File: config.mk
export PLATFORM = sky130hd
export DESIGN_NAME = intel_hex_word_loader_unit
export DESIGN_NICKNAME = d
export VERILOG_FILES = /design/src/rtl/core/ihwl_pkg.sv /design/src/rtl/core/ihwl_char_stage.sv /design/src/rtl/core/ihwl_parser.sv /design/src/rtl/core/intel_hex_word_loader_unit.sv
export SDC_FILE = /design/constraint.sdc
export NUM_CORES = 1
export LEC_CHECK = 0
export BUFFER_PORTS_ARGS = -buffer_cell sky130_fd_sc_hd__buf_2
export CAP_MARGIN = 0
export CORE_MARGIN = 4
export CORE_UTILIZATION = 55
export CTS_CLUSTER_SIZE = 28
export DETAILED_ROUTE_END_ITERATION = 10
export PLACE_DENSITY_LB_ADDON = 0.1
export SYNTH_ARGS = -nofsm -noshare
export SYNTH_HDL_FRONTEND = slang
export SYNTH_SLANG_ARGS = --single-unit
File: constraint.sdc
create_clock -name clk -period 10.6 [get_ports clk]
set_clock_uncertainty 0.15 [all_clocks]
set_input_delay 1.06 -clock clk [delete_from_list [all_inputs] [get_ports clk]]
set_output_delay 1.06 -clock clk [all_outputs]
set_load 0.03 [all_outputs]
File: src/rtl/core/ihwl_pkg.sv
`timescale 1ns / 1ps

package ihwl_pkg;

  // sticky error codes reported on error_code
  typedef enum logic [2:0] {
    ERR_NONE      = 3'd0,
    ERR_NO_COLON  = 3'd1,
    ERR_BAD_HEX   = 3'd2,
    ERR_TRUNCATED = 3'd3,
    ERR_RANGE     = 3'd4
  } err_t;

  localparam int unsigned MemWordsDefault = 32 * 1024;

  localparam logic [7:0] CharColon   = 8'h3a;
  localparam logic [7:0] CharNewline = 8'h0a;

  // fixed line positions of the record layout
  localparam logic [9:0] PosCountLow = 10'd2;
  localparam logic [9:0] PosAddrLow  = 10'd6;
  localparam logic [9:0] PosTypeEnd  = 10'd7;
  localparam logic [9:0] PosDataBase = 10'd9;
  localparam logic [9:0] PosEndMatch = 10'd11;
  localparam logic [9:0] PosMax      = 10'd1023;

  // one decoded character handed from the input stage to the parser
  typedef struct packed {
    logic [7:0] char_code;
    logic       is_newline;
    logic       is_colon;
    logic       hex_ok;
    logic [3:0] hex_val;
  } char_info_t;

  // ascii hex digit decode, upper and lower case
  function automatic logic [4:0] hex_decode(input logic [7:0] c);
    logic [4:0] r;
    r = 5'd0;
    if (c >= 8'h30 && c <= 8'h39) begin
      r = {1'b1, 4'(c - 8'h30)};
    end else if (c >= 8'h41 && c <= 8'h46) begin
      r = {1'b1, 4'(c - 8'h37)};
    end else if (c >= 8'h61 && c <= 8'h66) begin
      r = {1'b1, 4'(c - 8'h57)};
    end
    return r;
  endfunction

  // characters of the end-of-file line ":00000001FF"
  function automatic logic [7:0] end_pattern(input logic [3:0] idx);
    logic [7:0] r;
    case (idx)
      4'd0:    r = 8'h3a;
      4'd8:    r = 8'h31;
      4'd9:    r = 8'h46;
      4'd10:   r = 8'h46;
      default: r = 8'h30;
    endcase
    return r;
  endfunction

endpackage

File: src/rtl/core/ihwl_char_stage.sv
`timescale 1ns / 1ps

module ihwl_char_stage (
  input  logic                clk,
  input  logic                rst,
  input  logic                in_valid,
  output logic                in_ready,
  input  logic [7:0]          char_in,
  output logic                s1_valid,
  input  logic                s1_ready,
  output ihwl_pkg::char_info_t s1_info
);
  import ihwl_pkg::*;

  logic [4:0] hex_dec;
  logic       accept;

  // take a new request whenever the register is empty or drains this cycle
  assign in_ready = !s1_valid || s1_ready;
  assign accept   = in_valid && in_ready;
  assign hex_dec  = hex_decode(char_in);

  // valid flag
  always_ff @(posedge clk) begin
    if (rst) begin
      s1_valid <= 1'b0;
    end else if (accept) begin
      s1_valid <= 1'b1;
    end else if (s1_ready) begin
      s1_valid <= 1'b0;
    end
  end

  // decoded character register
  always_ff @(posedge clk) begin
    if (accept) begin
      s1_info.char_code  <= char_in;
      s1_info.is_newline <= (char_in == CharNewline);
      s1_info.is_colon   <= (char_in == CharColon);
      s1_info.hex_ok     <= hex_dec[4];
      s1_info.hex_val    <= hex_dec[3:0];
    end
  end

endmodule

File: src/rtl/core/ihwl_parser.sv
`timescale 1ns / 1ps

module ihwl_parser #(
  parameter int unsigned MEM_WORDS = ihwl_pkg::MemWordsDefault
) (
  input  logic                 clk,
  input  logic                 rst,
  input  logic                 s1_valid,
  output logic                 s1_ready,
  input  ihwl_pkg::char_info_t s1_info,
  output logic                 out_valid,
  input  logic                 out_ready,
  output logic                 write_valid,
  output logic [14:0]          word_address,
  output logic [15:0]          word_data,
  output logic                 finished,
  output logic [2:0]           error_code
);
  import ihwl_pkg::*;

  localparam logic [16:0] MemLimit = 17'(MEM_WORDS);

  // line parse state
  logic [9:0]  line_position, line_position_next;
  logic [7:0]  record_byte_count, record_byte_count_next;
  logic [15:0] record_address, record_address_next;
  logic [15:0] digit_accumulator, digit_accumulator_next;
  logic        end_record_match, end_record_match_next;
  logic        done_flag, done_flag_next;
  err_t        sticky_error, sticky_error_next;

  logic        consume;
  logic        active;
  logic [6:0]  words;
  logic [9:0]  data_end;
  logic [9:0]  need;
  logic        in_data;
  logic        in_header;
  logic [15:0] acc_shift;
  logic [9:0]  data_off;
  logic [6:0]  word_idx;
  logic [16:0] addr_full;
  logic        match_next;
  logic        ok;
  logic        wv_next;
  logic [14:0] waddr_next;
  logic [15:0] wdata_next;

  // the parser advances when the result register is empty or drains this cycle
  assign s1_ready = !out_valid || out_ready;
  assign consume  = s1_valid && s1_ready;

  // record geometry
  assign active    = !done_flag && (sticky_error == ERR_NONE);
  assign words     = record_byte_count[7:1];
  assign data_end  = PosDataBase + {1'b0, words, 2'b00};
  assign need      = (words == 7'd0) ? PosTypeEnd : data_end;
  assign in_header = (line_position != 10'd0) && (line_position <= PosAddrLow);
  assign in_data   = (line_position >= PosDataBase) && (line_position < data_end);
  assign acc_shift = {digit_accumulator[11:0], s1_info.hex_val};
  assign data_off  = line_position - PosDataBase;
  assign word_idx  = data_off[8:2];
  assign addr_full = {2'b00, record_address[15:1]} + {10'd0, word_idx};
  assign match_next = end_record_match &&
                      (s1_info.char_code == end_pattern(line_position[3:0]));

  // next state and write decision
  always_comb begin
    line_position_next     = line_position;
    record_byte_count_next = record_byte_count;
    record_address_next    = record_address;
    digit_accumulator_next = digit_accumulator;
    end_record_match_next  = end_record_match;
    done_flag_next         = done_flag;
    sticky_error_next      = sticky_error;
    ok                     = 1'b1;
    wv_next                = 1'b0;
    waddr_next             = 15'd0;
    wdata_next             = 16'd0;
    if (active) begin
      if (s1_info.is_newline) begin
        if (line_position == 10'd0) begin
          sticky_error_next = ERR_NO_COLON;
        end else if (line_position < PosTypeEnd || line_position < need) begin
          sticky_error_next = ERR_TRUNCATED;
        end else begin
          line_position_next     = 10'd0;
          end_record_match_next  = 1'b1;
          digit_accumulator_next = 16'd0;
        end
      end else begin
        if (line_position == 10'd0) begin
          if (!s1_info.is_colon) begin
            sticky_error_next = ERR_NO_COLON;
            ok = 1'b0;
          end
        end else if (in_header || in_data) begin
          if (!s1_info.hex_ok) begin
            sticky_error_next = ERR_BAD_HEX;
            ok = 1'b0;
          end else begin
            digit_accumulator_next = acc_shift;
            if (line_position == PosCountLow) begin
              record_byte_count_next = acc_shift[7:0];
            end
            if (line_position == PosAddrLow) begin
              record_address_next = acc_shift;
            end
            // last digit of a data word
            if (in_data && data_off[1:0] == 2'b11) begin
              if (addr_full >= MemLimit) begin
                sticky_error_next = ERR_RANGE;
                ok = 1'b0;
              end else begin
                wv_next    = 1'b1;
                waddr_next = addr_full[14:0];
                wdata_next = {acc_shift[7:0], acc_shift[15:8]};
              end
            end
          end
        end
        if (ok) begin
          if (line_position < PosEndMatch) begin
            end_record_match_next = match_next;
            if (line_position == PosEndMatch - 10'd1 && match_next) begin
              done_flag_next = 1'b1;
            end
          end
          if (line_position != PosMax) begin
            line_position_next = line_position + 10'd1;
          end
        end
      end
    end
  end

  // state registers
  always_ff @(posedge clk) begin
    if (rst) begin
      line_position     <= 10'd0;
      record_byte_count <= 8'd0;
      record_address    <= 16'd0;
      digit_accumulator <= 16'd0;
      end_record_match  <= 1'b1;
      done_flag         <= 1'b0;
      sticky_error      <= ERR_NONE;
    end else if (consume) begin
      line_position     <= line_position_next;
      record_byte_count <= record_byte_count_next;
      record_address    <= record_address_next;
      digit_accumulator <= digit_accumulator_next;
      end_record_match  <= end_record_match_next;
      done_flag         <= done_flag_next;
      sticky_error      <= sticky_error_next;
    end
  end

  // result valid
  always_ff @(posedge clk) begin
    if (rst) begin
      out_valid <= 1'b0;
    end else if (consume) begin
      out_valid <= 1'b1;
    end else if (out_ready) begin
      out_valid <= 1'b0;
    end
  end

  // result payload
  always_ff @(posedge clk) begin
    if (consume) begin
      write_valid  <= wv_next;
      word_address <= waddr_next;
      word_data    <= wdata_next;
      finished     <= done_flag_next;
      error_code   <= sticky_error_next;
    end
  end

endmodule

File: src/rtl/core/intel_hex_word_loader_unit.sv
`timescale 1ns / 1ps
// Intel HEX word loader.
// Input channel: in_valid / in_ready carry one character of the hex file per
// request on char_in; a line feed ends a line.
// Output channel: out_valid / out_ready carry one result per character:
// write_valid with word_address and word_data (a byte-swapped program word),
// plus the running finished flag and the sticky error_code.
// The result of a character is offered once it has passed the decoded
// character register and then gone through the parser into the result
// register.
// Throughput: one character per cycle unless stalled; the parse state
// updates in a single pass between the character and result registers.
// Reset (rst, synchronous) empties both registers and restarts parsing at the
// start of a line with no error and the end-of-file flag clear.
// When the receiver stalls the result register holds its request, the
// character register takes one more character only if it was empty, and
// in_ready then drops until out_ready returns.
// After the end-of-file line or an error, characters are still taken; their
// results repeat finished and error_code with no write.
module intel_hex_word_loader_unit #(
  parameter int unsigned MEM_WORDS = ihwl_pkg::MemWordsDefault
) (
  input  logic        clk,
  input  logic        rst,
  input  logic        in_valid,
  output logic        in_ready,
  input  logic [7:0]  char_in,
  output logic        out_valid,
  input  logic        out_ready,
  output logic        write_valid,
  output logic [14:0] word_address,
  output logic [15:0] word_data,
  output logic        finished,
  output logic [2:0]  error_code
);
  import ihwl_pkg::*;

  logic       s1_valid;
  logic       s1_ready;
  char_info_t s1_info;

  // character register and hex decode
  ihwl_char_stage u_char (
    .clk      (clk),
    .rst      (rst),
    .in_valid (in_valid),
    .in_ready (in_ready),
    .char_in  (char_in),
    .s1_valid (s1_valid),
    .s1_ready (s1_ready),
    .s1_info  (s1_info)
  );

  // line parser and result register
  ihwl_parser #(
    .MEM_WORDS (MEM_WORDS)
  ) u_parser (
    .clk          (clk),
    .rst          (rst),
    .s1_valid     (s1_valid),
    .s1_ready     (s1_ready),
    .s1_info      (s1_info),
    .out_valid    (out_valid),
    .out_ready    (out_ready),
    .write_valid  (write_valid),
    .word_address (word_address),
    .word_data    (word_data),
    .finished     (finished),
    .error_code   (error_code)
  );

endmodule

==> results.yml <==
run_status:
  status: "completed"
cells_and_area:
  final_nets: 626
  area_growth_pct: 9.114
  final_util_pct: 61.59
  seqCellArea_um2: 2552
  n_fill_cell: 851
  drive_gt1_share_pct: 13.55
  layoutNonFillerInstCount: 716
  num_antenna_cells: 0
  multiInputGateArea_um2: 2765
routing:
  vias: 4149
  viasPerCell: 5.795
  totalWireLength_mm: 11.99
  first_pass_iters: 4
  antenna_left: 0
  first_iter_violations: 190
  wire_per_inst_um: 16.75
  drc: 0
global_routing:
  grt_max_degree: 40
  track_usage_pct: 21.62
  grt_pass1_vias: 4049
  grt_pass1_wl_mm: 19.83
  overflow: 0
  antenna_found_initial: 0
placed_design:
  io_buffers: 49
  placed_cells: 700
  place_hpwl_mm: 8.997
  place.gp.congestion: 0.9330
yosys:
  synth_edf_count: 51
  synth_cells: 539
  ys_types: 64
  async_flop_share_pct: 0
  synth-main-ff-cell: "edfxtp_1"
  syn_avg_cell_area_um2: 10.19
  syn_area_um2: 5492
  ys_seq_area_share_pct: 46.48
  ys_warn_count: 0
  synth-seq-cells: 102
  syn-num-nets: 587
critical_path:
  crit_family: "simple AND/OR/NAND/NOR gates"
  crit_start: "u_parser.record_byte_count[2]"
  worstPathArrival_ns: 3.90
  critPathBufInv: 1
  r2r-start: "u_parser.record_byte_count[2]"
  end_kind: "flip-flop"
  cp-start-kind: "flip-flop"
  critical_path_required_ns: 10.68
  path_class: "reg2reg"
  crit_top_cell: "ha_1"
  crit_fanout: 19
  cp_slowest_stage_delay_ns: 0.74
  critPathSlowestCell: "o41ai_2"
  crit_path_cell_trace: "ha_1 > nand3_1 > xor2_1 > ha_1 > a22o_1 > o41ai_2 > nand2_1 > or3_1 > inv_2 > and2_1"
job:
  cap_violations: 0
die:
  chipHeight_um: 107.9
  fp.coreArea_um2: 9729
  start_util_pct: 56.44
  fp.dieW_um: 107.9
  ios: 50
  dieArea_um2: 11650
  row_count: 36
sta:
  hold_ws_ns: 0.3584
  tns_ns: 0
  rsz0062_at_grt: "false"
  max_slew.worst_pin.slew_ns: 1.005
  fin_crit_ns: 3.817
  hold_viol: 0
  fmax_mhz: 262.0
  slew_violations: 0
  final-setup-viol-count: 0
  finalCritPeriodShare_pct: 36.01
  max-slew-margin-rel_pct: 32.13
cts:
  htreeDepth: 3
  cts_made_buffers: 9
  cts.path.max_buffers: 2
  cts_root_buf: "clkbuf_8"
  cts.sinks: 102
  worstSkewPairLatency_ns: 0.36
  cts.clk_slew.worst_paths_ns: 0.10
  cts_tree: "built"
  postCtsHoldBufs: 0
  ctsResizeCount: 0
  cts_setup_buffers: 0
power_and_ir_drop:
  leakagePower_nw: 2.398
  p_per_area_nw_per_um2: 117.9
  peakVddDrop_v: 0.00008730
  power.total_uw: 706.4
hold_path:
  holdCritStartpoint: "u_parser.record_address[5]"
  hold_path_class: "reg2reg"
-- Yosys cell counts, types with 4 or more instances --
master / instances / area share (%)
xnor2_1: 8 / 1.3
inv_1: 19 / 1.3
and2_1: 22 / 2.5
nor2_1: 53 / 3.6
and3_1: 7 / 0.80
a21oi_1: 29 / 2.6
nand2_1: 41 / 2.8
nor3_1: 8 / 0.73
xor2_1: 19 / 3.0
nor4b_1: 4 / 0.64
nand3b_1: 4 / 0.55
ha_1: 35 / 8.0
a22o_1: 13 / 2.1
a311o_1: 4 / 0.73
nor2b_1: 4 / 0.46
nor4_1: 5 / 0.57
o21ai_0: 14 / 1.3
a21o_1: 9 / 1.2
edfxtp_1: 51 / 28
buf_2: 7 / 0.64
mux2i_1: 24 / 4.4
dfxtp_1: 51 / 19
and4_1: 4 / 0.64
clkbuf_1: 14 / 0.96
o41ai_1: 5 / 0.80
nand2b_1: 5 / 0.57
nand4_1: 7 / 0.80
or3_1: 4 / 0.46
nand3_1: 22 / 2.0
-- cell families after synthesis --
kind of cell / count (synthesis) / share of synthesized area (%)
simple gates: 201 / 19.21
compound gates: 106 / 13.99
flops: 102 / 46.48
buf+inv: 43 / 3.304
fa+ha+maj: 36 / 8.339
xor+xnor: 27 / 4.306
mux: 24 / 4.375
-- worst min-delay path, delay by kind of cell, from the launching register on --
kind	cells	cell delay, ns
flops	1	0.34
mux	1	0.07
simple gates	1	0.07
-- state kept, by name, summed over array words and instances (netlist names), 7 cells and up --
register and cells:
u_parser.digit_accumulator 12, u_char.s1_info 15, u_parser.record_address 15, u_parser.word_address 15, u_parser.line_position 10, u_parser.word_data 16
u_parser.record_byte_count 7
-- through the flow --
stage | instance area, µm² | setup slack, ns
detailed placement | 5819 | 6.807
global route | 5992 | 6.482
finish | 5992 | 6.783
global placement | 5819 | 6.955
CTS | 5992 | 6.778
floorplan | 5492 | 6.100
-- cells in the final DEF (no fill, tap or decap), drive strengths merged, types with 23 or more instances in the layout --
master / instances
nor2: 53
mux2i: 24
buf: 51
edfxtp: 51
nand2: 41
ha: 35
dfxtp: 51
a21oi: 30
inv: 23
-- area by class of cell --
class / count / share of cell area, %
clock inverter: 5 / 0.6891
sequential: 102 / 42.60
timing repair buffer: 51 / 4.343
clock buffer: 11 / 2.193
multi-input combinational: 394 / 46.15
tap: 133 / 2.777
inverter: 20 / 1.253
-- routing by layer --
metal | up-vias | track usage [%] | wire length (µm)
li1 | 2059 | - | -
met1 | 1973 | 28.75 | 5456
met2 | 100 | 35.52 | 5700
met3 | 17 | 3.599 | 627
met4 | 0 | 8.206 | 208
met5 | - | 0 | 0
-- where the power goes --
part,switching [mW],internal [mW]
Sequential,0.00598,0.423
Combinational,0.0373,0.0148
Clock,0.137,0.0887
Total,0.180,0.526
-- final timing paths --
check,endpoint,cells past startpoint,slack (ns)
worst min register to register,u_parser.record_address[5],2,0.36
worst max-delay path,u_parser.word_data[5],10,6.78
worst min-delay path,u_parser.record_address[5],2,0.36
worst max register to register,u_parser.word_data[5],10,6.78
Power figures use the tool's default switching activity.
